$ cat src/rtl/core/cctt_pkg.sv
// ----------------------------------------------------------------------------
// cctt_pkg
// Shared types, codes and the default character class table of the tokenizer.
// ----------------------------------------------------------------------------
package cctt_pkg;

  localparam int LENGTH_WIDTH = 15;   // token length counter
  localparam int LIMIT_W      = 15;   // limit register width
  localparam int CLS_W        = 6;
  localparam int QDEPTH       = 2;
  localparam int QPTR_W       = (QDEPTH > 1) ? $clog2(QDEPTH) : 1;
  localparam int QCNT_W       = $clog2(QDEPTH + 1);

  // class bit positions
  localparam int C_WS = 0;
  localparam int C_WC = 1;
  localparam int C_QT = 2;
  localparam int C_NS = 3;
  localparam int C_NC = 4;
  localparam int C_SY = 5;

  typedef enum logic [1:0] {
    ACT_TEXT  = 2'd0,
    ACT_EOT   = 2'd1,
    ACT_RULE  = 2'd2,
    ACT_CLEAR = 2'd3
  } action_t;

  typedef enum logic [2:0] {
    RULE_WS  = 3'd0,
    RULE_WC  = 3'd1,
    RULE_QT  = 3'd2,
    RULE_NS  = 3'd3,
    RULE_NC  = 3'd4,
    RULE_SY  = 3'd5,
    RULE_IGN = 3'd6
  } rule_t;

  typedef enum logic [1:0] {
    KIND_WORD = 2'd0,
    KIND_STR  = 2'd1,
    KIND_NUM  = 2'd2,
    KIND_SYM  = 2'd3
  } kind_t;

  typedef enum logic [4:0] {
    M_IDLE = 5'b00001,
    M_WORD = 5'b00010,
    M_STR  = 5'b00100,
    M_PEND = 5'b01000,
    M_NUM  = 5'b10000
  } mode_t;

  // classified item handed from front to back
  typedef struct packed {
    logic             eot;
    logic [7:0]       data;
    logic [CLS_W-1:0] cls;
  } tok_t;

  typedef struct packed {
    kind_t      kind;
    logic [7:0] data_byte;
    logic       has_byte;
    logic       token_end;
    logic       overflow;
  } res_t;

  function automatic logic [CLS_W-1:0] default_class(input logic [7:0] b);
    logic [CLS_W-1:0] c;
    c = '0;
    if (b inside {[8'h41:8'h5A], [8'h61:8'h7A], 8'h5F}) begin
      c[C_WS] = 1'b1;
      c[C_WC] = 1'b1;
    end else if (b inside {[8'h30:8'h39]}) begin
      c[C_WC] = 1'b1;
      c[C_NS] = 1'b1;
      c[C_NC] = 1'b1;
    end else if (b == 8'h22) begin
      c[C_QT] = 1'b1;
    end else if (b inside {8'h2B, 8'h2D}) begin
      c[C_NS] = 1'b1;
    end else if (b == 8'h2E) begin
      c[C_NC] = 1'b1;
    end else if (b == 8'h0A) begin
      c[C_SY] = 1'b1;
    end
    return c;
  endfunction

endpackage

$ cat src/rtl/core/char_class_text_tokenizer.sv
// ----------------------------------------------------------------------------
// char_class_text_tokenizer
// Character class lexer: front (table lookup, rule writes, clears), queue, back
// (token scanner with length limits and output register).
// ----------------------------------------------------------------------------
// Path: front stage 1 register, queue entry, then result output register.
// Throughput: one item per cycle unless the output stalls; an item with two
//   results (token end, new token's first byte) holds the back for the second.
// Class table: 256x6 memory, registered lookup, RMW rule writes in stage 1.
// Reset: synchronous; table reads as the default sets at once through
//   per-entry valid bits, so no clearing pass is needed.
module char_class_text_tokenizer (
  input  logic        clk,
  input  logic        rst_n,
  input  logic        cfg_we,
  input  logic [1:0]  cfg_index,
  input  logic [14:0] cfg_wdata,
  input  logic        in_tvalid,
  output logic        in_tready,
  input  logic [15:0] in_tdata,   // [7:0] byte_value, [10:8] rule, rest zero
  input  logic [1:0]  in_tuser,   // [1:0] action
  output logic        out_tvalid,
  input  logic        out_tready,
  output logic [15:0] out_tdata,  // [7:0] data_byte, [8] overflow, rest zero
  output logic [2:0]  out_tuser,  // [1:0] kind, [2] has_byte
  output logic        out_tlast   // token_end
);
  import cctt_pkg::*;

  logic  push;
  tok_t  push_tok;
  logic  q_full;
  logic  head_valid;
  tok_t  head_tok;
  logic  pop;
  res_t  res;

  cctt_front u_front (
    .clk       (clk),
    .rst_n     (rst_n),
    .in_valid  (in_tvalid),
    .in_ready  (in_tready),
    .in_action (action_t'(in_tuser)),
    .in_byte   (in_tdata[7:0]),
    .in_rule   (in_tdata[10:8]),
    .push      (push),
    .push_tok  (push_tok),
    .q_full    (q_full)
  );

  cctt_queue u_queue (
    .clk        (clk),
    .rst_n      (rst_n),
    .push       (push),
    .push_tok   (push_tok),
    .full       (q_full),
    .head_valid (head_valid),
    .head_tok   (head_tok),
    .pop        (pop)
  );

  cctt_back u_back (
    .clk        (clk),
    .rst_n      (rst_n),
    .cfg_we     (cfg_we),
    .cfg_index  (cfg_index),
    .cfg_wdata  (cfg_wdata),
    .head_valid (head_valid),
    .head_tok   (head_tok),
    .pop        (pop),
    .out_valid  (out_tvalid),
    .out_ready  (out_tready),
    .out_res    (res)
  );

  assign out_tdata = {7'd0, res.overflow, res.data_byte};
  assign out_tuser = {res.has_byte, res.kind};
  assign out_tlast = res.token_end;

endmodule

$ cat src/rtl/core/cctt_front.sv
// ----------------------------------------------------------------------------
// cctt_front
// Accepts input transactions, looks up the class table and applies rule
// writes and clears. Text and end-of-text items go on to the queue.
// ----------------------------------------------------------------------------
module cctt_front (
  input  logic             clk,
  input  logic             rst_n,
  input  logic             in_valid,
  output logic             in_ready,
  input  cctt_pkg::action_t in_action,
  input  logic [7:0]       in_byte,
  input  logic [2:0]       in_rule,
  output logic             push,
  output cctt_pkg::tok_t   push_tok,
  input  logic             q_full
);
  import cctt_pkg::*;

  logic [CLS_W-1:0] mem [256];
  logic [255:0]     valid_r;
  logic             cleared_r;

  logic             s1_valid_r;
  action_t          s1_action_r;
  logic [7:0]       s1_byte_r;
  logic [2:0]       s1_rule_r;
  logic [CLS_W-1:0] mem_rd_r;
  logic             fwd_hit_r;
  logic [CLS_W-1:0] fwd_data_r;

  logic             is_cfg;
  logic             retire;
  logic             in_acc;
  logic [CLS_W-1:0] cls_eff;
  logic [CLS_W-1:0] add_m;
  logic [CLS_W-1:0] rem_m;
  logic             wr_en;
  logic             clr_en;
  logic [CLS_W-1:0] wr_data;

  assign is_cfg   = (s1_action_r == ACT_RULE) || (s1_action_r == ACT_CLEAR);
  assign retire   = s1_valid_r && (is_cfg || !q_full);
  assign in_ready = !s1_valid_r || retire;
  assign in_acc   = in_valid && in_ready;

  // a write in the cycle of the lookup is not in mem_rd_r yet
  always_comb begin
    if (fwd_hit_r) begin
      cls_eff = fwd_data_r;
    end else if (valid_r[s1_byte_r]) begin
      cls_eff = mem_rd_r;
    end else if (cleared_r) begin
      cls_eff = '0;
    end else begin
      cls_eff = default_class(s1_byte_r);
    end
  end

  always_comb begin
    add_m = '0;
    rem_m = '0;
    wr_en = 1'b0;
    case (s1_rule_r)
      RULE_WS: begin
        add_m[C_WS] = 1'b1;
        rem_m[C_QT] = 1'b1; rem_m[C_NS] = 1'b1; rem_m[C_SY] = 1'b1;
        wr_en = 1'b1;
      end
      RULE_WC: begin
        add_m[C_WC] = 1'b1;
        wr_en = 1'b1;
      end
      RULE_QT: begin
        add_m[C_QT] = 1'b1;
        rem_m[C_WS] = 1'b1; rem_m[C_NS] = 1'b1; rem_m[C_SY] = 1'b1;
        wr_en = 1'b1;
      end
      RULE_NS: begin
        add_m[C_NS] = 1'b1;
        rem_m[C_QT] = 1'b1; rem_m[C_WS] = 1'b1; rem_m[C_SY] = 1'b1;
        wr_en = 1'b1;
      end
      RULE_NC: begin
        add_m[C_NC] = 1'b1;
        wr_en = 1'b1;
      end
      RULE_SY: begin
        add_m[C_SY] = 1'b1;
        rem_m = ~add_m;
        wr_en = 1'b1;
      end
      RULE_IGN: begin
        rem_m[C_WS] = 1'b1; rem_m[C_QT] = 1'b1; rem_m[C_NS] = 1'b1; rem_m[C_SY] = 1'b1;
        wr_en = 1'b1;
      end
      default: wr_en = 1'b0;
    endcase
    wr_en   = wr_en && s1_valid_r && (s1_action_r == ACT_RULE);
    wr_data = (cls_eff | add_m) & ~rem_m;
  end

  assign clr_en = s1_valid_r && (s1_action_r == ACT_CLEAR);

  assign push          = s1_valid_r && !is_cfg && !q_full;
  assign push_tok.eot  = (s1_action_r == ACT_EOT);
  assign push_tok.data = s1_byte_r;
  assign push_tok.cls  = cls_eff;

  always_ff @(posedge clk) begin
    if (!rst_n) begin
      s1_valid_r <= 1'b0;
      valid_r    <= '0;
      cleared_r  <= 1'b0;
    end else begin
      if (in_acc) begin
        s1_valid_r <= 1'b1;
      end else if (retire) begin
        s1_valid_r <= 1'b0;
      end
      if (clr_en) begin
        valid_r   <= '0;
        cleared_r <= 1'b1;
      end else if (wr_en) begin
        valid_r[s1_byte_r] <= 1'b1;
      end
    end
  end

  always_ff @(posedge clk) begin
    if (in_acc) begin
      s1_action_r <= in_action;
      s1_byte_r   <= in_byte;
      s1_rule_r   <= in_rule;
      mem_rd_r    <= mem[in_byte];
      fwd_hit_r   <= wr_en && (s1_byte_r == in_byte);
      fwd_data_r  <= wr_data;
    end
    if (wr_en) begin
      mem[s1_byte_r] <= wr_data;
    end
  end

endmodule

$ cat src/rtl/core/cctt_queue.sv
// ----------------------------------------------------------------------------
// cctt_queue
// Short FIFO of classified items between the front and the back.
// ----------------------------------------------------------------------------
module cctt_queue (
  input  logic           clk,
  input  logic           rst_n,
  input  logic           push,
  input  cctt_pkg::tok_t push_tok,
  output logic           full,
  output logic           head_valid,
  output cctt_pkg::tok_t head_tok,
  input  logic           pop
);
  import cctt_pkg::*;

  tok_t              ent_r [QDEPTH];
  logic [QPTR_W-1:0] wp_r;
  logic [QPTR_W-1:0] rp_r;
  logic [QCNT_W-1:0] cnt_r;

  assign full       = (cnt_r == QCNT_W'(QDEPTH));
  assign head_valid = (cnt_r != '0);
  assign head_tok   = ent_r[rp_r];

  function automatic logic [QPTR_W-1:0] inc_ptr(input logic [QPTR_W-1:0] p);
    return (p == QPTR_W'(QDEPTH - 1)) ? '0 : p + 1'b1;
  endfunction

  always_ff @(posedge clk) begin
    if (!rst_n) begin
      wp_r  <= '0;
      rp_r  <= '0;
      cnt_r <= '0;
    end else begin
      if (push) wp_r <= inc_ptr(wp_r);
      if (pop)  rp_r <= inc_ptr(rp_r);
      if (push && !pop) begin
        cnt_r <= cnt_r + 1'b1;
      end else if (pop && !push) begin
        cnt_r <= cnt_r - 1'b1;
      end
    end
  end

  always_ff @(posedge clk) begin
    if (push) ent_r[wp_r] <= push_tok;
  end

endmodule

$ cat src/rtl/core/cctt_back.sv
// ----------------------------------------------------------------------------
// cctt_back
// Token scanner: mode, length count, limits and result output register.
// An item that gives two results holds the second in a pending register.
// ----------------------------------------------------------------------------
module cctt_back (
  input  logic                         clk,
  input  logic                         rst_n,
  input  logic                         cfg_we,
  input  logic [1:0]                   cfg_index,
  input  logic [cctt_pkg::LIMIT_W-1:0] cfg_wdata,
  input  logic                         head_valid,
  input  cctt_pkg::tok_t               head_tok,
  output logic                         pop,
  output logic                         out_valid,
  input  logic                         out_ready,
  output cctt_pkg::res_t               out_res
);
  import cctt_pkg::*;

  localparam int CMP_W = (LENGTH_WIDTH > LIMIT_W) ? LENGTH_WIDTH : LIMIT_W;
  localparam logic [LENGTH_WIDTH-1:0] LEN_TOP = '1;

  localparam logic [1:0] REG_WORD = 2'd0;
  localparam logic [1:0] REG_STR  = 2'd1;
  localparam logic [1:0] REG_NUM  = 2'd2;

  mode_t                   mode_r, mode_nxt;
  logic [LENGTH_WIDTH-1:0] len_r, len_nxt;
  logic                    drop_r, drop_nxt;
  logic [LIMIT_W-1:0]      word_lim_r, str_lim_r, num_lim_r;
  logic                    out_valid_r;
  res_t                    out_r;
  logic                    pend_valid_r;
  res_t                    pend_r;

  logic       slot_free;
  res_t       r0, r1;
  logic [1:0] n_res;

  assign slot_free = !out_valid_r || out_ready;
  assign pop       = slot_free && !pend_valid_r && head_valid;
  assign out_valid = out_valid_r;
  assign out_res   = out_r;

  always_comb begin
    kind_t              cur_kind;
    logic [LIMIT_W-1:0] cur_lim;
    logic               keep_ok;
    logic               do_keep;
    logic               do_end;
    logic               do_start;
    logic               emit;
    res_t               sres;
    logic [CLS_W-1:0]   c;

    c        = head_tok.cls;
    mode_nxt = mode_r;
    len_nxt  = len_r;
    drop_nxt = drop_r;
    n_res    = 2'd0;
    r0       = '0;
    r1       = '0;
    sres     = '0;
    emit     = 1'b0;
    do_keep  = 1'b0;
    do_end   = 1'b0;
    do_start = 1'b0;

    case (mode_r)
      M_WORD: begin cur_kind = KIND_WORD; cur_lim = word_lim_r; end
      M_NUM:  begin cur_kind = KIND_NUM;  cur_lim = num_lim_r;  end
      default: begin cur_kind = KIND_STR; cur_lim = str_lim_r;  end
    endcase
    keep_ok = (CMP_W'(len_r) < CMP_W'(cur_lim)) && (len_r != LEN_TOP);

    if (head_tok.eot) begin
      do_end = (mode_r != M_IDLE);
    end else begin
      case (mode_r)
        M_WORD: begin
          if (c[C_WC]) do_keep = 1'b1;
          else begin do_end = 1'b1; do_start = 1'b1; end
        end
        M_NUM: begin
          if (c[C_NC]) do_keep = 1'b1;
          else begin do_end = 1'b1; do_start = 1'b1; end
        end
        M_STR: begin
          if (c[C_QT]) mode_nxt = M_PEND;
          else do_keep = 1'b1;
        end
        M_PEND: begin
          // doubled quote: one literal quote byte
          if (c[C_QT]) begin
            mode_nxt = M_STR;
            do_keep  = 1'b1;
          end else begin
            do_end = 1'b1; do_start = 1'b1;
          end
        end
        default: do_start = 1'b1;
      endcase
    end

    if (do_keep) begin
      if (keep_ok) begin
        r0.kind      = cur_kind;
        r0.data_byte = head_tok.data;
        r0.has_byte  = 1'b1;
        n_res        = 2'd1;
        len_nxt      = len_r + 1'b1;
      end else begin
        drop_nxt = 1'b1;
      end
    end

    if (do_end) begin
      r0.kind      = cur_kind;
      r0.token_end = 1'b1;
      r0.overflow  = drop_r;
      n_res        = 2'd1;
    end

    if (do_end || do_start) begin
      mode_nxt = M_IDLE;
      len_nxt  = '0;
      drop_nxt = 1'b0;
    end

    if (do_start) begin
      sres.data_byte = head_tok.data;
      sres.has_byte  = 1'b1;
      if (c[C_QT]) begin
        mode_nxt = M_STR;
      end else if (c[C_WS]) begin
        mode_nxt  = M_WORD;
        sres.kind = KIND_WORD;
        emit      = (word_lim_r != '0);
      end else if (c[C_NS]) begin
        mode_nxt  = M_NUM;
        sres.kind = KIND_NUM;
        emit      = (num_lim_r != '0);
      end else if (c[C_SY]) begin
        sres.kind      = KIND_SYM;
        sres.token_end = 1'b1;
        emit           = 1'b1;
      end
      if ((c[C_WS] || c[C_NS]) && !c[C_QT]) begin
        if (emit) len_nxt  = LENGTH_WIDTH'(1);
        else      drop_nxt = 1'b1;
      end
      if (emit) begin
        if (n_res == 2'd0) begin
          r0    = sres;
          n_res = 2'd1;
        end else begin
          r1    = sres;
          n_res = 2'd2;
        end
      end
    end
  end

  always_ff @(posedge clk) begin
    if (!rst_n) begin
      mode_r       <= M_IDLE;
      len_r        <= '0;
      drop_r       <= 1'b0;
      out_valid_r  <= 1'b0;
      pend_valid_r <= 1'b0;
      word_lim_r   <= LIMIT_W'(511);
      str_lim_r    <= LIMIT_W'(24575);
      num_lim_r    <= LIMIT_W'(127);
    end else begin
      if (cfg_we) begin
        case (cfg_index)
          REG_WORD: word_lim_r <= cfg_wdata;
          REG_STR:  str_lim_r  <= cfg_wdata;
          REG_NUM:  num_lim_r  <= cfg_wdata;
          default:  ;
        endcase
      end
      if (slot_free) begin
        if (pend_valid_r) begin
          out_valid_r  <= 1'b1;
          pend_valid_r <= 1'b0;
        end else if (head_valid) begin
          mode_r       <= mode_nxt;
          len_r        <= len_nxt;
          drop_r       <= drop_nxt;
          out_valid_r  <= (n_res != 2'd0);
          pend_valid_r <= (n_res == 2'd2);
        end else begin
          out_valid_r <= 1'b0;
        end
      end
    end
  end

  always_ff @(posedge clk) begin
    if (slot_free) begin
      if (pend_valid_r) begin
        out_r <= pend_r;
      end else begin
        out_r  <= r0;
        pend_r <= r1;
      end
    end
  end

endmodule

$ cat config.mk
export PLATFORM = sky130hd
export DESIGN_NAME = char_class_text_tokenizer
export DESIGN_NICKNAME = d
export VERILOG_FILES = /design/src/rtl/core/cctt_pkg.sv /design/src/rtl/core/char_class_text_tokenizer.sv /design/src/rtl/core/cctt_front.sv /design/src/rtl/core/cctt_queue.sv /design/src/rtl/core/cctt_back.sv
export SDC_FILE = /design/constraint.sdc
export NUM_CORES = 2
export LEC_CHECK = 0
export BUFFER_PORTS_ARGS = -buffer_cell sky130_fd_sc_hd__buf_2
export CORE_MARGIN = 2
export CORE_UTILIZATION = 50
export CTS_CLUSTER_DIAMETER = 40
export DETAILED_ROUTE_END_ITERATION = 8
export GPL_ROUTABILITY_DRIVEN = 0
export MAX_ROUTING_LAYER = met4
export PLACE_DENSITY = 0.68
export SYNTH_ARGS = -nofsm -noshare
export SYNTH_HDL_FRONTEND = slang
export SYNTH_HIERARCHICAL = 1
export SYNTH_SLANG_ARGS = --single-unit
$ cat constraint.sdc
create_clock -name clk -period 15.3 [get_ports clk]
set_input_delay 0.765 -clock clk [delete_from_list [all_inputs] [get_ports clk]]
set_output_delay 0.765 -clock clk [all_outputs]
set_load 0.01 [all_outputs]
# Word-level counts from Yosys, hierarchy flattened
# Memory sizes are Yosys's and may differ from the RTL's. A register that Yosys moved wholly into a read port is not among the register bits.
# Cells that the tools add are included.
op_classes:
  add_sub_neg: 5
  mul: 0
  div: 0
  n_lt_le_gt_ge: 9
  eq_ne: 26
  shifts: 0
  mux: 110
  bitwise_logic: 8
  n_reduce_logical: 56
op_table:
  columns: ["op", "count"]
  rows:
  - ["256-bit OR", 1]
  - ["15-bit 2-to-1 mux", 6]
  - ["1-bit 2-to-1 mux", 61]
  - ["13-bit 2-to-1 mux", 4]
  - ["5-bit 2-to-1 mux", 8]
  - ["8-bit by 6-bit equality test with 1-bit output (second input constant)", 4]
  - ["2-bit 2-to-1 mux", 15]
  - ["15-bit one-hot mux with 2 select lines", 1]
  - ["15-bit nonzero test", 2]
  - ["11-bit 2-to-1 mux", 2]
  - ["1-bit logical AND", 18]
  - ["6-bit 2-to-1 mux", 3]
  - ["8-bit by 7-bit greater-or-equal comparator with 1-bit output (second input constant)", 2]
  - ["8-bit by 7-bit <= comparator with 1-bit output (second input constant)", 2]
  - ["4-bit OR reduction", 4]
  - ["15-bit by 1-bit adder with 15-bit output (second input constant)", 1]
  - ["15-bit < comparator", 1]
  - ["15-bit != test (second input constant)", 1]
  - ["2-bit equality test (second input constant)", 5]
  - ["5-bit one-hot mux with 2 select lines", 1]
  - ["2-bit AND reduction", 5]
  - ["2-bit nonzero test", 5]
  - ["3-bit equality test (second input constant)", 3]
  - ["8-bit by 9-bit < comparator with 1-bit output (second input constant)", 1]
  - ["37 further kinds", 58]
totals:
  register_bits: 376
  latch_bits: 0
  mem_bits_rw: 1566
  rom_bits: 0
  inputBits: 40
  out_inout_bits: 22
  word_cells: 245
  mem_count: 2
memory_table:
  columns: ["name", "words", "width", "read_ports", "rd_ports_with_merged_regs", "write_ports", "line", "text"]
  rows:
  - ["u_front.mem", 256, 6, 1, 1, 1, "cctt_front.sv:20", "logic [CLS_W-1:0] mem [256];"]
  - ["u_queue.ent_r", 2, 15, 1, 1, 1, "cctt_queue.sv:17", "tok_t ent_r [QDEPTH];"]

# Logic depth before layout (Yosys ltp)
depth:
  word_depth: 14
  ltp_mapped: 19
  mapped_depth_nobuf: 15

# Modules after synthesis
# Netlist, hierarchy kept.
by_module_without_submodules:
  columns: ["module", "instances", "cells_per_inst", "area_per_inst_um2", "seq_area_each_um2"]
  rows:
  - ["cctt_front", 1, 3358, 70317.4, 52069.9]
  - ["cctt_back", 1, 555, 4690.7, 2082.0]
  - ["cctt_queue", 1, 69, 1303.8, 1001.0]
  - ["char_class_text_tokenizer", 1, 8, 56.3, 0.0]

# Least setup slack after synthesis
# No wires, ideal clock.
synth_timing:
  path_kind: "reg2reg"
  startpoint: "reg u_front.s1_byte_r[0]"
  endpoint: "reg u_front.fwd_data_r[5] (data pin)"
  setup_time_ps: 2194
  arrival_ps: 12442
  required_ps: 13106
  slack_ps: 663
  stages_incl_launch_ff: 12
  path_buffers: 2
  period_less_slack_ps: 14637
  cell_sequence: "edfxtp_1 buf_6 buf_12 mux4_2 mux4_2 nand2_1 o21ai_1 o22a_1 o21ai_2 mux2_2 nor2_1 o21ai_0"
synth_via:
  elab_chain_cells: 12
  elab_cells_between_ends: 30
  cone_classes: "6 x order compare; 6 x eq/ne; 11 x mux; 2 x bitwise; 5 x reduce/logical"
synth_rtl:
  columns: ["element", "line", "text"]
  rows:
  - ["from (decl)", "cctt_front.sv:26", "logic [7:0] s1_byte_r;"]
  - ["from (signal assigned)", "cctt_front.sv:133", "s1_byte_r <= in_byte;"]
  - ["8-bit by 4-bit equality test with 1-bit output", "cctt_pkg.sv:85", "end else if (b == 8'h0A) begin"]
  - ["1-bit 2-to-1 mux", "cctt_pkg.sv:85", null]
  - ["1-bit 2-to-1 mux", "cctt_pkg.sv:83", "end else if (b == 8'h2E) begin"]
  - ["2-bit 2-to-1 mux", "cctt_pkg.sv:81", "end else if (b inside {8'h2B, 8'h2D}) begin"]
  - ["3-bit 2-to-1 mux", "cctt_pkg.sv:79", "end else if (b == 8'h22) begin"]
  - ["1-bit 2-to-1 mux", "cctt_pkg.sv:75", "end else if (b inside {[8'h30:8'h39]}) begin"]
  - ["4-bit 2-to-1 mux", "cctt_pkg.sv:72", "if (b inside {[8'h41:8'h5A], [8'h61:8'h7A], 8'h5F}) begin"]
  - ["6-bit 2-to-1 mux", "cctt_front.sv:53", "end else if (cleared_r) begin"]
  - ["6-bit 2-to-1 mux *", "cctt_front.sv:51", "end else if (valid_r[s1_byte_r]) begin"]
  - ["6-bit 2-to-1 mux *", "cctt_front.sv:49", "if (fwd_hit_r) begin"]
  - ["6-bit OR *", "cctt_front.sv:100", "wr_data = (cls_eff | add_m) & ~rem_m;"]
  - ["6-bit bitwise AND *", "cctt_front.sv:100", null]
  - ["net u_front.wr_data[5]", "cctt_front.sv:40", "logic [CLS_W-1:0] wr_data;"]
  - ["to (signal assigned)", "cctt_front.sv:137", "fwd_data_r <= wr_data;"]
  - ["to (decl)", "cctt_front.sv:30", "logic [CLS_W-1:0] fwd_data_r;"]
# The timed path passes the listed nets; every way through them passes the cells marked *. The select of a mux whose other input is x is not followed.
# A chain may end at the register's enable or synchronous reset.

# Final worst setup path
layout_timing:
  startpoint: "reg u_front.s1_byte_r[0]"
  endpoint: "mem u_front.mem[154][0] (data pin)"
layout_via:
  elab_chain_cells: 9
  elab_cells_between_ends: 16
  cone_classes: "4 x order compare; 1 x eq/ne; 6 x mux; 2 x bitwise; 3 x reduce/logical"
layout_rtl:
  columns: ["element", "line"]
  rows:
  - ["8-bit by 7-bit greater-or-equal comparator with 1-bit output / 8-bit by 7-bit <= comparator with 1-bit output (equally long branches)", "cctt_pkg.sv:72"]
  - ["1-bit logical AND", "cctt_pkg.sv:72"]
  - ["3-bit nonzero test", "cctt_pkg.sv:72"]
  - ["1-bit 2-to-1 mux", "cctt_pkg.sv:72"]
  - ["6-bit 2-to-1 mux", "cctt_front.sv:53"]
  - ["6-bit 2-to-1 mux *", "cctt_front.sv:51"]
  - ["6-bit 2-to-1 mux *", "cctt_front.sv:49"]
  - ["6-bit OR *", "cctt_front.sv:100"]
  - ["6-bit bitwise AND *", "cctt_front.sv:100"]
  - ["net u_front.wr_data[0]", "cctt_front.sv:40"]
  - ["to (decl)", "cctt_front.sv:20"]
# Marked as above.

==> metrics.txt <==
power share of the clock group=44.5%; Flop pwr share=49.0%; Critical Path End Type=flip-flop; crit start category=flip-flop; first-pass GRT wire length=264,000 um; Vias/cell=6.18; layout cells sized above 1=25.5%; HPWL Detailed=108,000 um; hold crit path type=in -> reg; WL met2=84,800 um; Internal=9.37 mW; DR WL/cell=28.2 um; power share of the combinational group=6.6%; leak pwr=27.8 nW; area of the core=152,000 sq um; sequential-to-total area share from yosys stat=72.2%; Slew @ Worst Pin=1.29 ns; Cell Rows=143; via count=39,000; DR DRC count=0; Max Cap Viol=0; worst relative slew slack=13.9%; vias in the first global route=39,200; Skew-Pair Late Insertion Delay=0.84 ns; DRT antenna net count=0; setup bufs post-CTS=0; net switching power=2.78 mW; Root Buffer=clkbuf_16; Yosys reg bits=1,947; top layer in use=met4; synthesized cell area=76,400 sq um; RSZ-0062 raised after global routing=false; drt pass-1 iters=6; Avg Inst Size Synth=19.1 sq um; Die H=395 um; clk slew on worst S/H paths=0.06 ns; CTS Hold Buffers Added=0; share of the synthesized area in the top cell type=63.5%; met3 routed WL=15,800 um; synth top area cells=edfxtp_1 (64%), mux4_2 (17%), dfxtp_1 (8.7%), o21a_1 (2.5%), nor2_1 (1.5%); initial DRC count=4,050; Die Wd=395 um; fin crit share=48.2%; fmax=0.136 GHz; fin cells=6,316; placed cells=5,885; Final Setup Violations=0; initial core utilization=50.3%; share of flip-flops with an asynchronous set or reset=0%; crit path time final=7.38 ns; boundary pin count=62; routed wire length=178,000 um; largest net degree at the start of global routing=225; CP required=15.78 ns; Cells after Synth=3,990; CTS Sinks=1,947; critical path peak fanout=111; setup TNS=0 ns; worst vdd ir=115 uV; initial antenna violation count=5; Clock H-tree levels=4; final slew viol count=0; Sw Share=22.9%; Tot GR Track Use=23.7%; Post-synth top flop=edfxtp_1; number of I/O port buffers=49; P&R area growth vs syn=13.1%; Cell variety after synth=86; Post-CTS Resized=0; Final Skew=0.0585 ns; PD cells=141 nW/um^2; Final Hold Viols=0; CTS Buf Count=225; clock buffer depth=3; status=completed; WL met1=72,700 um; number of synthesized flops with an enable pin=1,616; CTS tree=built; post-synth top area cell=edfxtp_1; layout net count=4,140; Filler Cells Inserted=11,300; Worst EP arrival=7.86 ns; total grt overflow=0; fin util=56.9%; full die area=156,000 sq um; synth warn=6; Crit Path Class=reg -> reg
[flip-flops by register name (all words and copies together) (netlist names), 2 cells and up, named ones only]
name / cells
u_back/str_lim_r: 15
u_front/fwd_data_r: 6
u_front/mem_rd_r: 6
u_queue/cnt_r: 2
u_front/valid_r: 256
u_back/pend_r: 11
u_back/word_lim_r: 15
u_front/s1_action_r: 2
u_back/len_r: 15
u_front/s1_rule_r: 3
u_back/mode_r: 5
u_back/out_res: 13
u_front/s1_byte_r: 8
u_queue/ent_r: 30
u_front/mem: 1536
u_back/num_lim_r: 15
[cell families after synthesis]
kind of cell	after synthesis	synth area share (%)
mux	624	17.6
compound gates	439	4.16
simple gates	669	3.95
buf+inv	280	1.62
other cells	1	0.00491
xor+xnor	12	0.138
fa+ha+maj	18	0.305
flops	1947	72.2
[Yosys cell counts (4+ instances only)]
cell and n:
buf_1 17, nand4_1 24, mux4_1 6, a21oi_1 58, edfxtp_1 1616, buf_4 12, buf_2 53, nor3_1 16
xor2_1 11, mux4_2 565, a211o_1 4, o211ai_1 6, clkbuf_1 167, nand2_1 158, a22o_1 14, nor2_1 299
mux2i_1 31, inv_1 21, buf_6 6, or4_1 11, and2_1 9, nand3_1 68, dfxtp_1 331, nor2b_1 14
o21ai_1 5, o31ai_1 10, o21ai_0 24, o21a_1 259, nor4_1 13, nor3b_1 13, a31oi_1 12, or3_1 4
mux2_2 21, nand2b_1 8, and3_1 9, ha_1 17
[final timing paths]
path / cells past startpoint / slack (ns) / end / start
setup / recovery: 12 / 7.92 / u_front/mem[154][0] / u_front/s1_byte_r[0]
hold / removal: 1 / 0.11 / u_front/s1_action_r[0] / in_tuser[0]
setup reg to reg: 12 / 7.92 / u_front/mem[154][0] / u_front/s1_byte_r[0]
hold reg to reg: 1 / 0.46 / u_front/valid_r[12] / u_front/valid_r[12]
[cell usage in the layout, fill, tap and decap left out, types with 19 or more instances in the layout]
cell        instances
edfxtp_1         1616
mux4_2            565
dfxtp_1           331
nor2_1            299
o21a_1            259
clkbuf_16         232
nand2_1           158
nand3_1            68
buf_4              66
a21oi_1            58
buf_2              45
mux2i_1            31
clkbuf_1           29
clkinv_1           28
clkinv_2           25
inv_6              24
nand4_1            24
o21ai_0            23
clkinvlp_4         21
inv_1              21
mux2_2             20
bufinv_16          19
clkinv_4           19
[through the flow]
stage	worst slack [ns]	total power [mW]	cell area (sq um)	hold WS, ns
2_1_floorplan	0.663	6.62	76400	0.432
3_3_place_gp	8.32	6.84	78700	0.439
3_5_place_dp	8.05	6.86	78700	0.448
4_1_cts	7.98	12.2	86400	0.0581
5_1_grt	7.57	12.5	86400	0.0742
6_report	7.92	12.2	86400	0.110
[critical path, stage by stage (launching register included)]
cell and delay, ns:
edfxtp_1 1.00, buf_4 0.71, mux4_2 0.59, mux2i_1 0.40, a221oi_1 0.19, o22ai_1 0.31, o311ai_0 0.32, o21ai_2 0.25
a211oi_2 0.21, a2111oi_1 0.36, or3_4 0.63, buf_4 0.97, buf_4 0.78
[final cells by class]
cell class                 instances  area [sq um]  area share [%]
clock inverter                   150          1610            1.86
sequential                      1947         55200            63.9
antenna                            7          17.5          0.0203
multi-input combinational       1769         20100            23.2
inverter                          23          86.3          0.0999
tap                             2030          2540            2.94
clock buffer                     274          6090            7.05
timing repair buffer             116           802           0.929
[power groups by stage]
stage | Clock, mW | Combinational [mW] | Sequential [mW]
2_1_floorplan | 0 | 0.516 | 6.10
3_3_place_gp | 0 | 0.777 | 6.06
3_5_place_dp | 0 | 0.800 | 6.06
4_1_cts | 5.48 | 0.802 | 5.95
5_1_grt | 5.70 | 0.854 | 5.96
6_report | 5.40 | 0.800 | 5.95
[routing by layer]
metal / GRT usage, % / vias to the layer above
met5: - / -
met4: 6.86 / 0
met3: 5.53 / 312
met2: 35.8 / 1645
met1: 32.6 / 20600
li1: - / 16400
Note: power is estimated with default switching activity, not from simulation.
